<file path="config.mk">
export PLATFORM = sky130hd
export DESIGN_NAME = lzx_match_token_decoder
export DESIGN_NICKNAME = d
export VERILOG_FILES = /design/src/lzxd_pkg.sv /design/src/lzxd_token_unit.sv /design/src/lzx_match_token_decoder.sv
export SDC_FILE = /design/constraint.sdc
export NUM_CORES = 1
export LEC_CHECK = 0
export BUFFER_PORTS_ARGS = -buffer_cell sky130_fd_sc_hd__buf_2
export CAP_MARGIN = 5
export CORE_ASPECT_RATIO = 0.75
export CORE_MARGIN = 8
export CORE_UTILIZATION = 31
export DETAILED_ROUTE_END_ITERATION = 10
export GPL_ROUTABILITY_DRIVEN = 0
export MAX_ROUTING_LAYER = met4
export SLEW_MARGIN = 20
export SYNTH_ARGS = -nofsm -noshare
export SYNTH_HDL_FRONTEND = slang
export SYNTH_HIERARCHICAL = 1
export SYNTH_SLANG_ARGS = --single-unit
</file>
<file path="constraint.sdc">
create_clock -name clk -period 23.3 [get_ports clk]
set_input_delay 3.495 -clock clk [delete_from_list [all_inputs] [get_ports clk]]
set_output_delay 3.495 -clock clk [all_outputs]
set_load 0.03 [all_outputs]
</file>
<file path="src/lzxd_pkg.sv">
package lzxd_pkg;

	localparam int POS_W  = 22;
	localparam int OFS_W  = 32;
	localparam int LEN_W  = 9;
	localparam int SLOT_W = 7;
	localparam int BASE_W = 21;
	localparam int VB_W   = 17;

	typedef enum logic [1:0] {
		CMD_START_STREAM = 2'd0,
		CMD_START_BLOCK  = 2'd1,
		CMD_LOAD_OFFSETS = 2'd2,
		CMD_SYMBOL       = 2'd3
	} cmd_t;

	localparam logic [1:0] BK_VERBATIM = 2'd0;
	localparam logic [1:0] BK_ALIGNED  = 2'd1;
	localparam logic [1:0] BK_UNCOMP   = 2'd2;
	localparam logic [1:0] BK_RESERVED = 2'd3;

	localparam logic [1:0] TK_NONE    = 2'd0;
	localparam logic [1:0] TK_LITERAL = 2'd1;
	localparam logic [1:0] TK_MATCH   = 2'd2;

	localparam logic [2:0] ERR_OK       = 3'd0;
	localparam logic [2:0] ERR_ZERO_OFS = 3'd1;
	localparam logic [2:0] ERR_BIG_BLK  = 3'd2;
	localparam logic [2:0] ERR_OVERRUN  = 3'd3;
	localparam logic [2:0] ERR_WINDOW   = 3'd4;

	localparam logic REG_WIN_LOG2    = 1'b0;
	localparam logic REG_OUTPUT_SIZE = 1'b1;

	localparam logic [4:0]       WORDER_RESET  = 5'd15;
	localparam logic [POS_W-1:0] OUTSIZE_RESET = 22'd32768;

	typedef struct packed {
		logic [OFS_W-1:0] r0;
		logic [OFS_W-1:0] r1;
		logic [OFS_W-1:0] r2;
		logic [POS_W-1:0] wpos;
		logic [POS_W-1:0] bend;
		logic [1:0]       bkind;
	} state_t;

	typedef struct packed {
		logic [1:0]       command;
		logic [1:0]       block_kind;
		logic [23:0]      blk_len;
		logic [OFS_W-1:0] offset_first;
		logic [OFS_W-1:0] offset_second;
		logic [OFS_W-1:0] offset_third;
		logic [9:0]       main_code;
		logic [7:0]       length_symbol;
		logic [VB_W-1:0]  raw_bits;
		logic [2:0]       aligned_symbol;
	} item_t;

	typedef struct packed {
		logic [1:0]       token_kind;
		logic [7:0]       literal_byte;
		logic [LEN_W-1:0] match_length;
		logic [POS_W-1:0] match_dist;
		logic [POS_W-1:0] out_position;
		logic             block_done;
		logic [2:0]       error_code;
	} result_t;

	// Position base of each slot.
	function automatic logic [BASE_W-1:0] slot_base(input logic [5:0] slot);
		logic [BASE_W-1:0] b;
		unique case (slot)
			6'd0:  b = 21'd0;       6'd1:  b = 21'd1;       6'd2:  b = 21'd2;
			6'd3:  b = 21'd3;       6'd4:  b = 21'd4;       6'd5:  b = 21'd6;
			6'd6:  b = 21'd8;       6'd7:  b = 21'd12;      6'd8:  b = 21'd16;
			6'd9:  b = 21'd24;      6'd10: b = 21'd32;      6'd11: b = 21'd48;
			6'd12: b = 21'd64;      6'd13: b = 21'd96;      6'd14: b = 21'd128;
			6'd15: b = 21'd192;     6'd16: b = 21'd256;     6'd17: b = 21'd384;
			6'd18: b = 21'd512;     6'd19: b = 21'd768;     6'd20: b = 21'd1024;
			6'd21: b = 21'd1536;    6'd22: b = 21'd2048;    6'd23: b = 21'd3072;
			6'd24: b = 21'd4096;    6'd25: b = 21'd6144;    6'd26: b = 21'd8192;
			6'd27: b = 21'd12288;   6'd28: b = 21'd16384;   6'd29: b = 21'd24576;
			6'd30: b = 21'd32768;   6'd31: b = 21'd49152;   6'd32: b = 21'd65536;
			6'd33: b = 21'd98304;   6'd34: b = 21'd131072;  6'd35: b = 21'd196608;
			6'd36: b = 21'd262144;  6'd37: b = 21'd393216;  6'd38: b = 21'd524288;
			6'd39: b = 21'd655360;  6'd40: b = 21'd786432;  6'd41: b = 21'd917504;
			6'd42: b = 21'd1048576; 6'd43: b = 21'd1179648; 6'd44: b = 21'd1310720;
			6'd45: b = 21'd1441792; 6'd46: b = 21'd1572864; 6'd47: b = 21'd1703936;
			6'd48: b = 21'd1835008; 6'd49: b = 21'd1966080;
			default: b = '0;
		endcase
		return b;
	endfunction

	// Number of position slots for a window order, with out-of-range orders clamped.
	function automatic logic [SLOT_W-1:0] slot_limit(input logic [4:0] order);
		logic [SLOT_W-1:0] n;
		unique case (order)
			5'd16: n = 7'd32;
			5'd17: n = 7'd34;
			5'd18: n = 7'd36;
			5'd19: n = 7'd38;
			5'd20: n = 7'd42;
			default: n = (order > 5'd20) ? 7'd50 : 7'd30;
		endcase
		return n;
	endfunction

	function automatic logic [4:0] extra_bits(input logic [5:0] slot);
		logic [5:0] e;
		e = (slot - 6'd2) >> 1;
		if (slot < 6'd4) begin
			return 5'd0;
		end
		return (e > 6'd17) ? 5'd17 : e[4:0];
	endfunction

endpackage

</file>
<file path="src/lzxd_token_unit.sv">
module lzxd_token_unit (
	input  lzxd_pkg::item_t      item,
	input  lzxd_pkg::state_t     st,
	input  logic [4:0]           win_log2,
	input  logic [21:0]          output_size,
	output lzxd_pkg::state_t     st_next,
	output lzxd_pkg::result_t    res
);
	import lzxd_pkg::*;

	logic [POS_W-1:0]  room;
	logic              blk_too_big;
	logic [1:0]        bk_eff;
	logic [POS_W-1:0]  bend_new;
	logic              has_room;
	logic [POS_W-1:0]  remaining;
	logic [9:0]        msym;
	logic [2:0]        hdr;
	logic [SLOT_W-1:0] slot;
	logic [LEN_W-1:0]  len;
	logic              slot_bad;
	logic [4:0]        nb;
	logic              use_aligned;
	logic [VB_W:0]     mask_full;
	logic [VB_W:0]     mask_al;
	logic [VB_W-1:0]   vb_part;
	logic [POS_W-1:0]  new_off;
	logic [OFS_W-1:0]  off;
	logic              ofs_zero;

	always_comb begin
		room        = (output_size > st.wpos) ? output_size - st.wpos : '0;
		blk_too_big = item.blk_len > {2'b00, room};
		bk_eff      = (item.block_kind == BK_RESERVED) ? BK_VERBATIM : item.block_kind;
		bend_new    = st.wpos + item.blk_len[POS_W-1:0];
		has_room    = st.bend > st.wpos;
		remaining   = has_room ? st.bend - st.wpos : '0;

		msym = item.main_code - 10'd256;
		hdr  = msym[2:0];
		slot = msym[9:3];
		len  = LEN_W'(hdr) + 9'd2 + ((hdr == 3'd7) ? {1'b0, item.length_symbol} : 9'd0);
		slot_bad = slot >= slot_limit(win_log2);

		// In aligned blocks with at least three extra bits, the low three offset bits come from the aligned symbol.
		nb          = extra_bits(slot[5:0]);
		use_aligned = (st.bkind == BK_ALIGNED) && (nb >= 5'd3);
		mask_full   = ((VB_W+1)'(1) << nb) - (VB_W+1)'(1);
		mask_al     = ((VB_W+1)'(1) << (nb - 5'd3)) - (VB_W+1)'(1);
		if (use_aligned) begin
			vb_part = (item.raw_bits & mask_al[VB_W-1:0]) << 3;
		end else begin
			vb_part = item.raw_bits & mask_full[VB_W-1:0];
		end
		new_off = POS_W'(slot_base(slot[5:0])) + POS_W'(vb_part)
			+ (use_aligned ? POS_W'(item.aligned_symbol) : '0) - POS_W'(2);
	end

	always_comb begin
		st_next  = st;
		off      = '0;
		ofs_zero = 1'b0;
		res.token_kind   = TK_NONE;
		res.literal_byte = '0;
		res.match_length = '0;
		res.match_dist   = '0;
		res.out_position = st.wpos;
		res.error_code   = ERR_OK;

		unique case (cmd_t'(item.command))
			CMD_START_STREAM: begin
				st_next.r0    = OFS_W'(1);
				st_next.r1    = OFS_W'(1);
				st_next.r2    = OFS_W'(1);
				st_next.wpos  = '0;
				st_next.bend  = '0;
				st_next.bkind = BK_VERBATIM;
				res.out_position = '0;
			end
			CMD_START_BLOCK: begin
				if (blk_too_big) begin
					res.error_code = ERR_BIG_BLK;
				end else begin
					st_next.bkind = bk_eff;
					st_next.bend  = bend_new;
					if (bk_eff == BK_UNCOMP) begin
						st_next.wpos = bend_new;
					end
				end
			end
			CMD_LOAD_OFFSETS: begin
				st_next.r0 = item.offset_first;
				st_next.r1 = item.offset_second;
				st_next.r2 = item.offset_third;
				ofs_zero = (item.offset_first == '0) || (item.offset_second == '0)
					|| (item.offset_third == '0);
				if (ofs_zero) begin
					res.error_code = ERR_ZERO_OFS;
				end
			end
			CMD_SYMBOL: begin
				if (!has_room) begin
					res.error_code = ERR_OVERRUN;
				end else if (!item.main_code[9] && !item.main_code[8]) begin
					res.token_kind   = TK_LITERAL;
					res.literal_byte = item.main_code[7:0];
					st_next.wpos     = st.wpos + POS_W'(1);
				end else if (slot_bad) begin
					res.error_code = ERR_WINDOW;
				end else begin
					// Reuse swaps the chosen recent offset to the front; a new one shifts in.
					case (slot)
						7'd0: begin
							off = st.r0;
						end
						7'd1: begin
							off = st.r1;
							st_next.r1 = st.r0;
							st_next.r0 = st.r1;
						end
						7'd2: begin
							off = st.r2;
							st_next.r2 = st.r0;
							st_next.r0 = st.r2;
						end
						default: begin
							off = OFS_W'(new_off);
							st_next.r2 = st.r1;
							st_next.r1 = st.r0;
							st_next.r0 = OFS_W'(new_off);
						end
					endcase
					if (POS_W'(len) > remaining) begin
						res.error_code = ERR_OVERRUN;
					end else if (off == '0) begin
						res.error_code = ERR_ZERO_OFS;
					end else if (off > OFS_W'(st.wpos)) begin
						res.error_code = ERR_WINDOW;
					end else begin
						res.token_kind   = TK_MATCH;
						res.match_length = len;
						res.match_dist   = off[POS_W-1:0];
						st_next.wpos     = st.wpos + POS_W'(len);
					end
				end
			end
			default: begin
				st_next = st;
			end
		endcase

		res.block_done = st_next.wpos >= st_next.bend;
	end

endmodule

</file>
<file path="src/lzx_match_token_decoder.sv">
// LZX match token decoder.
// Input channel (in_valid / in_stall) carries one request per decoded main-code
// symbol or per control command: start stream, start block, or load of the
// three recent offsets. Each accepted request yields exactly one result on the
// output channel (out_valid / out_stall): a literal, a match with its length
// and backward distance, or an acknowledge, plus the start position, the
// block-done flag and an error code.
// Two register stages: a request accepted into the input register is decoded
// against the recent-offset and position state into the result register.
// Throughput is one request per cycle while the receiver does not stall; the
// state update is a single pass of selection and a 22-bit add and compare
// between the two registers.
// When the receiver stalls, the result register holds, one more request may
// wait in the input register, and then in_stall rises.
// Reset clears both registers and sets recent offsets to 1, positions to zero,
// block kind to verbatim, the window order to 15 and output_size to 32768.
// Configuration is written through wr_en / wr_index / wr_data; the user must
// write it only while idle, as the block itself does not enforce this.
module lzx_match_token_decoder (
	input  logic        clk,
	input  logic        arst_n,
	input  logic        wr_en,
	input  logic        wr_index,
	input  logic [21:0] wr_data,
	input  logic        in_valid,
	output logic        in_stall,
	input  logic [1:0]  command,
	input  logic [1:0]  block_kind,
	input  logic [23:0] blk_len,
	input  logic [31:0] offset_first,
	input  logic [31:0] offset_second,
	input  logic [31:0] offset_third,
	input  logic [9:0]  main_code,
	input  logic [7:0]  length_symbol,
	input  logic [16:0] raw_bits,
	input  logic [2:0]  aligned_symbol,
	output logic        out_valid,
	input  logic        out_stall,
	output logic [1:0]  token_kind,
	output logic [7:0]  literal_byte,
	output logic [8:0]  match_length,
	output logic [21:0] match_dist,
	output logic [21:0] out_position,
	output logic        block_done,
	output logic [2:0]  error_code
);
	import lzxd_pkg::*;

	logic [4:0]       win_log2_q;
	logic [POS_W-1:0] output_size_q;
	state_t           st_q;
	state_t           st_next;
	item_t            item_s1;
	logic             valid_s1;
	result_t          res;
	result_t          res_s2;
	logic             valid_s2;
	logic             adv;
	logic             in_take;

	assign adv      = !valid_s2 || !out_stall;
	assign in_stall = valid_s1 && !adv;
	assign in_take  = in_valid && !in_stall;

	lzxd_token_unit u_unit (
		.item         (item_s1),
		.st           (st_q),
		.win_log2     (win_log2_q),
		.output_size  (output_size_q),
		.st_next      (st_next),
		.res          (res)
	);

	always_ff @(posedge clk or negedge arst_n) begin
		if (!arst_n) begin
			win_log2_q    <= WORDER_RESET;
			output_size_q <= OUTSIZE_RESET;
		end else if (wr_en) begin
			unique case (wr_index)
				REG_WIN_LOG2:    win_log2_q    <= wr_data[4:0];
				REG_OUTPUT_SIZE: output_size_q <= wr_data;
				default: ;
			endcase
		end
	end

	always_ff @(posedge clk or negedge arst_n) begin
		if (!arst_n) begin
			valid_s1 <= 1'b0;
		end else if (in_take) begin
			valid_s1 <= 1'b1;
		end else if (adv) begin
			valid_s1 <= 1'b0;
		end
	end

	always_ff @(posedge clk) begin
		if (in_take) begin
			item_s1.command        <= command;
			item_s1.block_kind     <= block_kind;
			item_s1.blk_len        <= blk_len;
			item_s1.offset_first   <= offset_first;
			item_s1.offset_second  <= offset_second;
			item_s1.offset_third   <= offset_third;
			item_s1.main_code      <= main_code;
			item_s1.length_symbol  <= length_symbol;
			item_s1.raw_bits       <= raw_bits;
			item_s1.aligned_symbol <= aligned_symbol;
		end
	end

	always_ff @(posedge clk or negedge arst_n) begin
		if (!arst_n) begin
			valid_s2    <= 1'b0;
			st_q.r0     <= OFS_W'(1);
			st_q.r1     <= OFS_W'(1);
			st_q.r2     <= OFS_W'(1);
			st_q.wpos   <= '0;
			st_q.bend   <= '0;
			st_q.bkind  <= BK_VERBATIM;
		end else if (adv) begin
			valid_s2 <= valid_s1;
			if (valid_s1) begin
				st_q <= st_next;
			end
		end
	end

	always_ff @(posedge clk) begin
		if (adv && valid_s1) begin
			res_s2 <= res;
		end
	end

	assign out_valid    = valid_s2;
	assign token_kind   = res_s2.token_kind;
	assign literal_byte = res_s2.literal_byte;
	assign match_length = res_s2.match_length;
	assign match_dist   = res_s2.match_dist;
	assign out_position = res_s2.out_position;
	assign block_done   = res_s2.block_done;
	assign error_code   = res_s2.error_code;

endmodule

</file>
* Word-level counts from Yosys, hierarchy flattened
Memory sizes are Yosys's and may differ from the RTL's.
Index checks and enable logic that the tools add are counted.
** Cells by class
- $add $sub $neg :: 15
- Magnitude comparators :: 11
- Equality and inequality tests :: 20
- Shifts and indexed selects :: 2
- Multiplexer cells :: 47
- Bitwise logic cells :: 5
- Reduce and logical (&&, ||, !) cells :: 36
** Operators with widths (number)
- 96-bit one-hot mux with 3 select lines :: 1
- 118-bit two-way mux :: 2
- 32-bit two-way mux :: 5
- 22-bit two-way mux :: 7
- 32-bit logical NOT :: 4
- 96-bit two-way mux :: 1
- 32-bit one-hot mux with 3 select lines :: 1
- 22-bit one-hot mux with 3 select lines :: 1
- 32-bit one-hot mux with 2 select lines :: 1
- 24-bit one-hot mux with 2 select lines :: 1
- 46-bit two-way mux :: 1
- 22-bit adder :: 2
- 22-bit > comparator :: 2
- 22-bit subtractor :: 2
- 7-bit one-hot mux with 5 select lines :: 1
- 32-bit by 22-bit > comparator with 1-bit output :: 1
- 5-bit == test (second input constant) :: 5
- 24-bit by 22-bit > comparator with 1-bit output :: 1
- 21-bit by 17-bit adder with 22-bit output :: 1
- 22-bit by 1-bit adder with 22-bit output (second input constant) :: 1
- 22-bit by 9-bit adder with 22-bit output :: 1
- 22-bit greater-or-equal comparator :: 1
- 9-bit by 22-bit > comparator with 1-bit output :: 1
- 22-bit by 2-bit subtractor with 22-bit output (second input constant) :: 1
- 46 further kinds :: 91
** Storage, ports and cells
- Register bits after elaboration :: 400
- ROM bits :: 1344
- Output and inout bits :: 69
- Logic and storage cells :: 165
- Memories :: 1
** Memories
- (no name shown) :: depth 64, width 21, read ports 1, clocked after Yosys merged registers in 0, write ports 0, line lzxd_pkg.sv:73 : unique case (slot)

* Longest topological paths before layout
Gate-level depths: netlist of the first run.
- Depth in word-level cells :: 27
- Depth in mapped cells :: 56
- Gate-level depth less buffers :: 50

* Hierarchy
Netlist of the first run, hierarchy kept.
** Modules (own cells, without submodules)
- lzxd_token_unit :: times used 1, cells each 2282, area each 15267.1 um^2, seq. area each 0.0 um^2
- lzx_match_token_decoder :: times used 1, cells each 595, area each 13571.8 um^2, seq. area each 11165.7 um^2

* Worst setup path before layout of the first run
Ideal clock, no wire load.
- Kind :: reg-to-reg
- Start :: reg item_s1[32] (netlist name)
- End :: reg res_s2, in the netlist block_done (data pin)
- Library setup time :: 0.269 ns
- Arrival time :: 10.673 ns
- Data required time :: 23.031 ns
- Slack :: 12.358 ns
- Cell stages (with the launch flop) :: 55
- Path through :: edfxtp_1 buf_2 clkbuf_1 inv_1 ha_1 clkbuf_1 nand2_1 a21oi_1 o21ai_0 nand2_1 nand2_1 nor2_1 ha_1 buf_1 clkbuf_1 or3_1 ha_1 o21ai_0 [19 not listed] o21ai_0 nand2b_1 a2111oi_0 a31oi_1 o21ba_2 o21ai_1 nor3_4 a311oi_1 a221o_1 ha_1 a21oi_1 nor2b_1 o21ai_0 a21oi_1 a211oi_1 o21ai_0 a221oi_1 o21ai_0
** RTL lines
- start, declared :: line lzx_match_token_decoder.sv:53 : item_t item_s1;
- end signal, assigned :: line lzx_match_token_decoder.sv:131 : res_s2 <= res;
- end, declared :: line lzx_match_token_decoder.sv:56 : result_t res_s2;

==> results of run 1 <==
## cell type report
cell class	instances	area share, %
multi-input cells	2176	49.89
flip-flops and latches	400	33.89
repair buffers	292	4.751
well taps	1237	4.698
clock buffers	55	3.813
inverters	142	1.622
clock inverters	33	1.318
diodes	2	0.01519
## metrics by stage
stage               util, %  total power [mW]
floorplan                 -             2.172
global placement      33.66             2.637
detailed placement    33.66             2.650
CTS                   35.48             3.489
global route          35.48             3.725
finish                35.48             3.503
## worst reg2reg max path: cells and delay by family (launching register included)
kind,cells,cell delay (ns)
AND/OR/NAND/NOR,13,2.86
multiplexers,1,0.24
flip-flops,1,0.32
AO/OA/AOI/OAI,20,5.14
XOR/XNOR,1,0.14
adder cells (fa/ha/maj),8,2.97
buffers and inverters,4,1.05
## metal layers
layer  share of wire (%)  GRT usage [%]  vias to the layer above
li1                    -              -                    11278
met3                  11          5.434                      163
met1                  47          28.52                    11900
met4                 2.2          4.205                        0
met5                   0              -                        -
met2                  40          25.98                     1196
## cells by family (layout without fill, tap and decap cells)
| family | Yosys count | in the layout | synth area share [%] |
|---|---|---|---|
| AND/OR/NAND/NOR | 832 | 832 | 14.51 |
| AO/OA/AOI/OAI | 820 | 820 | 20.45 |
| flip-flops | 400 | 400 | 38.72 |
| buffers and inverters | 301 | 522 | 4.525 |
| adder cells (fa/ha/maj) | 233 | 233 | 10.34 |
| multiplexers | 205 | 205 | 8.838 |
| XOR/XNOR | 86 | 86 | 2.612 |
| other | 0 | 2 | 0 |
## synthesized netlist by cell type, types with 10 or more instances
library cell and count:
sky130_fd_sc_hd__and2_1 48, sky130_fd_sc_hd__a22o_1 136, sky130_fd_sc_hd__o22ai_1 39, sky130_fd_sc_hd__o21ai_0 94, sky130_fd_sc_hd__buf_2 14, sky130_fd_sc_hd__edfxtp_1 229, sky130_fd_sc_hd__nand3_1 59, sky130_fd_sc_hd__a221oi_1 16
sky130_fd_sc_hd__a21o_1 54, sky130_fd_sc_hd__mux2_4 70, sky130_fd_sc_hd__a31oi_1 26, sky130_fd_sc_hd__or2_2 10, sky130_fd_sc_hd__xnor2_1 53, sky130_fd_sc_hd__o31ai_1 43, sky130_fd_sc_hd__inv_1 138, sky130_fd_sc_hd__or3_1 12
sky130_fd_sc_hd__or4_1 11, sky130_fd_sc_hd__and3_1 30, sky130_fd_sc_hd__clkbuf_1 114, sky130_fd_sc_hd__nand4_1 36, sky130_fd_sc_hd__buf_4 14, sky130_fd_sc_hd__nor2_1 171, sky130_fd_sc_hd__a22oi_1 47, sky130_fd_sc_hd__nor4_1 38
sky130_fd_sc_hd__o21bai_1 11, sky130_fd_sc_hd__mux2i_1 27, sky130_fd_sc_hd__o21a_1 21, sky130_fd_sc_hd__nor2b_1 35, sky130_fd_sc_hd__dfrtp_1 163, sky130_fd_sc_hd__nand2_1 234, sky130_fd_sc_hd__mux2_2 107, sky130_fd_sc_hd__o2bb2ai_1 58
sky130_fd_sc_hd__ha_1 224, sky130_fd_sc_hd__o211ai_1 24, sky130_fd_sc_hd__nand2b_1 56, sky130_fd_sc_hd__nor3_1 52, sky130_fd_sc_hd__a21oi_1 147, sky130_fd_sc_hd__a211oi_1 17, sky130_fd_sc_hd__xor2_1 33
## placed cells by master (no fill, tap or decap), types with 35 or more instances in the layout
| cell type | instances |
|---|---|
| sky130_fd_sc_hd__buf_2 | 257 |
| sky130_fd_sc_hd__nand2_1 | 232 |
| sky130_fd_sc_hd__edfxtp_1 | 229 |
| sky130_fd_sc_hd__ha_1 | 224 |
| sky130_fd_sc_hd__nor2_1 | 169 |
| sky130_fd_sc_hd__dfrtp_1 | 163 |
| sky130_fd_sc_hd__a21oi_1 | 146 |
| sky130_fd_sc_hd__inv_1 | 138 |
| sky130_fd_sc_hd__a22o_1 | 136 |
| sky130_fd_sc_hd__mux2_2 | 107 |
| sky130_fd_sc_hd__o21ai_0 | 93 |
| sky130_fd_sc_hd__mux2_4 | 70 |
| sky130_fd_sc_hd__nand3_1 | 59 |
| sky130_fd_sc_hd__o2bb2ai_1 | 58 |
| sky130_fd_sc_hd__nand2b_1 | 55 |
| sky130_fd_sc_hd__a21o_1 | 54 |
| sky130_fd_sc_hd__xnor2_1 | 53 |
| sky130_fd_sc_hd__nor3_1 | 52 |
| sky130_fd_sc_hd__clkbuf_16 | 47 |
| sky130_fd_sc_hd__and2_1 | 47 |
| sky130_fd_sc_hd__a22oi_1 | 47 |
| sky130_fd_sc_hd__o31ai_1 | 43 |
| sky130_fd_sc_hd__o22ai_1 | 39 |
| sky130_fd_sc_hd__nor4_1 | 38 |
| sky130_fd_sc_hd__nand4_1 | 36 |
| sky130_fd_sc_hd__nor2b_1 | 35 |
## how the worst min path moves through the flow
stage | from | end
after CTS | valid_s1 | out_valid
final | valid_s1 | out_valid
after floorplan | valid_s1 | out_valid
after global placement | valid_s1 | out_valid
after global routing | valid_s1 | out_valid
after detailed placement | valid_s1 | out_valid
## state kept, by name, indices dropped and copies added, names as in the netlist
name	count
block_done	1
error_code	3
item_s1	162
literal_byte	8
match_dist	22
match_length	9
out_position	22
out_valid	1
output_size_q	22
st_q	142
token_kind	2
valid_s1	1
win_log2_q	5
## power groups by stage
stage,logic (mW),registers (mW),clock network [mW]
global route,1.83,1.03,0.866
finish,1.67,1.02,0.814
floorplan,1.18,0.994,0
global placement,1.61,1.02,0
CTS,1.64,1.01,0.840
detailed placement,1.63,1.02,0
==> metrics, run 1 <==
area used by sequential logic in the layout 0.01117 mm2; clock transition at the registers of the reported paths 0.06 ns; number of antenna violations at the first check in global routing 4; post-synthesis register bit count 400; switching part of the total power 42.24%; proportion of netlist area held by the largest area contributor 23.84%; number of fill cells 9338; worst hold slack after final layout 0.4880 ns; signal arrival time at the worst endpoint 13.32 ns; setup TNS after final layout 0 ns; cells on worst reg2reg path 47; x dimension of the die 368.2 um; count of endpoints failing setup in the final report 0; ranking of synthesized cells by area sky130_fd_sc_hd__edfxtp_1 (24%), sky130_fd_sc_hd__dfrtp_1 (14%), sky130_fd_sc_hd__ha_1 (9.7%), sky130_fd_sc_hd__mux2_2 (4.2%), sky130_fd_sc_hd__a22o_1 (4.1%); dominant synthesized flop cell sky130_fd_sc_hd__edfxtp_1; via count of the first global-routing pass 23033; HPWL after detailed placement 74530 um; RSZ-0062 raised after global routing false; area of all placed cells without fillers 0.03294 mm2; number of library cell types mapped by synthesis 95; min cycle time layout 12.98 ns; total number of nets in the final design 3482; clock root buffer sky130_fd_sc_hd__clkbuf_16; depth of the critical timing path with buffers and inverters included 47; share of cells above drive strength 1 19.59%; number of placement rows 97; outcome finished, final reports clean; Worst Setup Slack, final 10.32 ns; highest fanout seen on the critical path 54; Hold Path Cell Cnt 1; CTS Buf Count 47; internal power component 2.024 mW; number of synthesis warnings 6; post-synthesis instance area 0.02884 mm2; detailed-routing iteration count for the pre-antenna-repair pass 8; insertion delay of the later-clocked pin in the worst-skew pair 0.63 ns; worst-case register-to-register setup slack 10.32 ns; cell type with the highest aggregate area in the netlist sky130_fd_sc_hd__edfxtp_1; highest clock frequency the design can meet 77.05 MHz; part of the power in combinational logic 47.8%; Switch Pwr 1.480 mW; Post-route DRC 0; leakage component of the power 14.03 nW; Setup CP Type reg -> reg; DR vias 24537; slew of the pin with the lowest slew margin 1.154 ns; worst-case clock skew 0.03680 ns; launching element of the worst setup path item_s1[32]; worst slew margin relative to its limit 22.33%; final hold violation count 0; routed wirelength normalized by instance count 23.61 um; Synthesized Nets 3300; H-tree depth reported by CTS 2; Critical Path End Type register; worst setup slack before clock tree synthesis 10.64 ns; number of sinks driven by the clock tree 400; CP endpoint block_done; total gr overflow 0; crit share post-route 55.70%; effective utilization at floorplan 31.06%; average size of a mapped cell 10.02 um2; power per cell area 106.3 mW/mm2; multi-input gate area in the final layout 0.01643 mm2; Cell Count, Final, Fillers Out 4337; die outline height 280.1 um; share of synthesized area occupied by flip-flops and latches 38.72%; worst hold-check path type reg -> reg; core footprint 0.09285 mm2; Overall Global Routing Usage 19.37%; endpoint of the worst register-to-register path block_done; sequential power share 29.0%; number of top-level pins 259; clk buf depth 3; Post-Place Cell Area 0.03125 mm2; max-capacitance violation count 0; post-detailed-routing wire length 102400 um; Post-Syn Instances 2877; synth-to-layout area growth 14.23%; cell family with the largest share of critical-path delay compound AO/OA/AOI/OAI gates; wire length of the first global-routing pass 151700 um; Critical Path Slowest Stage Cell sky130_fd_sc_hd__o21ai_1; source of the worst register-to-register timing path item_s1[32]; Antenna Violating Nets Remaining 0; relative contribution of the clock network to total power 23.2%; most frequent CP cell sky130_fd_sc_hd__ha_1; drt initial violations 2850; TritonCTS clock tree yes; count of pins over their slew limit 0; total buffers and inverters traversed by the critical path 4; fraction of registers with async set or reset after synthesis 42.75%; # hold bufs at CTS 0; Inst Count DP 4247; peak supply drop 65.62 uV; required time of the critical path 23.64 ns; Worst path max stage delay 0.72 ns; maximum number of pins on one net before global-route repair 133; number of enable flip-flop cells after synthesis 229; vias per std cell 5.658; category of the worst setup path launch point register; Port Buf Inserts 258; count of instances resized after the clock tree is built 0; area of the die 0.1031 mm2; buffer count from post-CTS setup fixing 0
Note: power is estimated with default switching activity, not from simulation.
==> inputs of run 2 (changes only) <==
==> constraint.sdc (replaced) <==
create_clock -name clk -period 11.9 [get_ports clk]
set_input_delay 1.785 -clock clk [delete_from_list [all_inputs] [get_ports clk]]
set_output_delay 1.785 -clock clk [all_outputs]
set_load 0.03 [all_outputs]
==> run 2 against run 1 <==
Compared with the run above:
- worst hold slack got worse by 0.0014 ns
- critical endpoint unchanged
- wire length rose by 0.60%
- first-iteration DRC count is 0.63% higher
- highest routed layer unchanged
- worst setup slack got worse by 9.6 ns
- sequential cell count unchanged
==> metrics, run 2 (synthesized netlist as in run 1, its figures left out) <==
post-layout util 35.76%; busiest grt layer met1; Hold Path Cell Cnt 1; Post-route DRC 0; met1 routing resource usage after global routing 29.56%; TritonCTS clock tree yes; routed wirelength normalized by instance count 23.64 um; CTS Buf Count 47; number of placement rows 97; via count of the first global-routing pass 23246; cells on worst reg2reg path 48; share of cells above drive strength 1 20.41%; die outline height 280.1 um; wire length of the first global-routing pass 153100 um; drt initial violations 2868; Post-Place Cell Area 0.03135 mm2; Largest register FFs 162; peak supply drop 141.2 uV; clk buf depth 3; synth-to-layout area growth 15.14%; H-tree depth reported by CTS 2; min cycle time layout 11.21 ns; Setup CP Type reg -> reg; crit share post-route 94.19%; Regs by FF count item_s1 x162, st_q x142; outcome finished, final reports clean; count of endpoints failing setup in the final report 0; insertion delay of the later-clocked pin in the worst-skew pair 0.63 ns; Critical Path End Type register; required time of the critical path 12.36 ns; DR vias 24523; worst hold-check path type reg -> reg; Port Buf Inserts 258; worst-case clock skew 0.02948 ns; final hold violation count 0; power per cell area 210.0 mW/mm2; total number of nets in the final design 3501; Antenna Violating Nets Remaining 0; post-detailed-routing wire length 103000 um; Worst path max stage delay 0.72 ns; x dimension of the die 368.2 um; area of the die 0.1031 mm2; vias per std cell 5.627; most common library cell in the layout ignoring fill and taps sky130_fd_sc_hd__buf_2; signal arrival time at the worst endpoint 11.67 ns; number of antenna violations at the first check in global routing 4; count of pins over their slew limit 0; area of all placed cells without fillers 0.03321 mm2; worst hold slack after final layout 0.4865 ns; most frequent CP cell sky130_fd_sc_hd__ha_1; Overall Global Routing Usage 19.60%; total buffers and inverters traversed by the critical path 7; number of fill cells 9378; core footprint 0.09285 mm2; max-capacitance violation count 0; leakage component of the power 14.16 nW; number of sinks driven by the clock tree 400; effective utilization at floorplan 31.06%; total gr overflow 0; slew of the pin with the lowest slew margin 1.194 ns; highest fanout seen on the critical path 12; top library cells by usage in the layout, fill and taps aside sky130_fd_sc_hd__buf_2 (257), sky130_fd_sc_hd__nand2_1 (230), sky130_fd_sc_hd__edfxtp_1 (229); depth of the critical timing path with buffers and inverters included 48; highest clock frequency the design can meet 89.22 MHz; Critical Path Slowest Stage Cell sky130_fd_sc_hd__nor4b_1; category of the worst setup path launch point register; number of top-level pins 259; clock root buffer sky130_fd_sc_hd__clkbuf_16; worst slew margin relative to its limit 20.11%; detailed-routing iteration count for the pre-antenna-repair pass 6; GRT met2 Usage 26.37%; HPWL after detailed placement 75490 um; maximum number of pins on one net before global-route repair 143; clock transition at the registers of the reported paths 0.06 ns; largest register by flop count item_s1; cell family with the largest share of critical-path delay simple AND/OR/NAND/NOR gates; global routing usage on met3 4.561%
-- run 2: routing by layer --
| layer | wire (um) | share of wire [%] |
|---|---|---|
| met5 | 0 | 0 |
| met4 | 1845 | 1.8 |
| met3 | 10340 | 10 |
| met2 | 41030 | 40 |
| met1 | 49820 | 48 |
-- run 2: power breakdown --
part           switching (mW)  total, mW  internal (mW)
Combinational            1.97       3.34           1.37
Sequential              0.281       1.98           1.70
Clock                   0.675       1.65          0.974
-- run 2: area by class of cell --
class | count | area [um2] | share of cell area [%]
antenna | 5 | 12.51 | 0.03768
tap | 1237 | 1548 | 4.661
sequential | 400 | 11170 | 33.63
multi-input combinational | 2176 | 16500 | 49.69
inverter | 142 | 538.0 | 1.620
clock buffer | 54 | 1234 | 3.715
clock inverter | 33 | 489.2 | 1.473
timing repair buffer | 311 | 1720 | 5.181
-- run 2: worst reg2reg max path, delay by kind of cell, from the launching register on --
| kind | cells | cell delay [ns] |
|---|---|---|
| flip-flops | 1 | 0.34 |
| buffers and inverters | 7 | 0.94 |
| multiplexers | 1 | 0.25 |
| XOR/XNOR | 1 | 0.13 |
| adder cells (fa/ha/maj) | 9 | 2.77 |
| AO/OA/AOI/OAI | 16 | 3.17 |
| AND/OR/NAND/NOR | 14 | 3.42 |
-- run 2: worst paths after layout --
check                                        end  slack, ns   startpoint
worst min-delay path                   out_valid       0.49     valid_s1
min in group asynchronous               valid_s1       1.15       arst_n
max in group asynchronous       output_size_q[0]       8.70       arst_n
worst max-delay path                  block_done       0.69  item_s1[32]
worst max register to register        block_done       0.69  item_s1[32]
worst min register to register         out_valid       0.49     valid_s1
-- run 2: what timing repair did --
action,4_1_cts,5_1_grt
hold buffers,0,0
setup buffers,0,7
resized for setup,0,16
setup endpoints to repair,0,18
-- run 2: metrics by stage --
step	std cells	TNS (ns)	worst slack, ns	power [mW]
after floorplan	2877	0	0.9582	4.252
after global placement	4259	0	0.4404	5.190
after detailed placement	4259	0	0.1794	5.220
after CTS	4346	0	0.1122	6.915
after global routing	4357	-0.01436	-0.01436	7.409
final	4358	0	0.6912	6.973
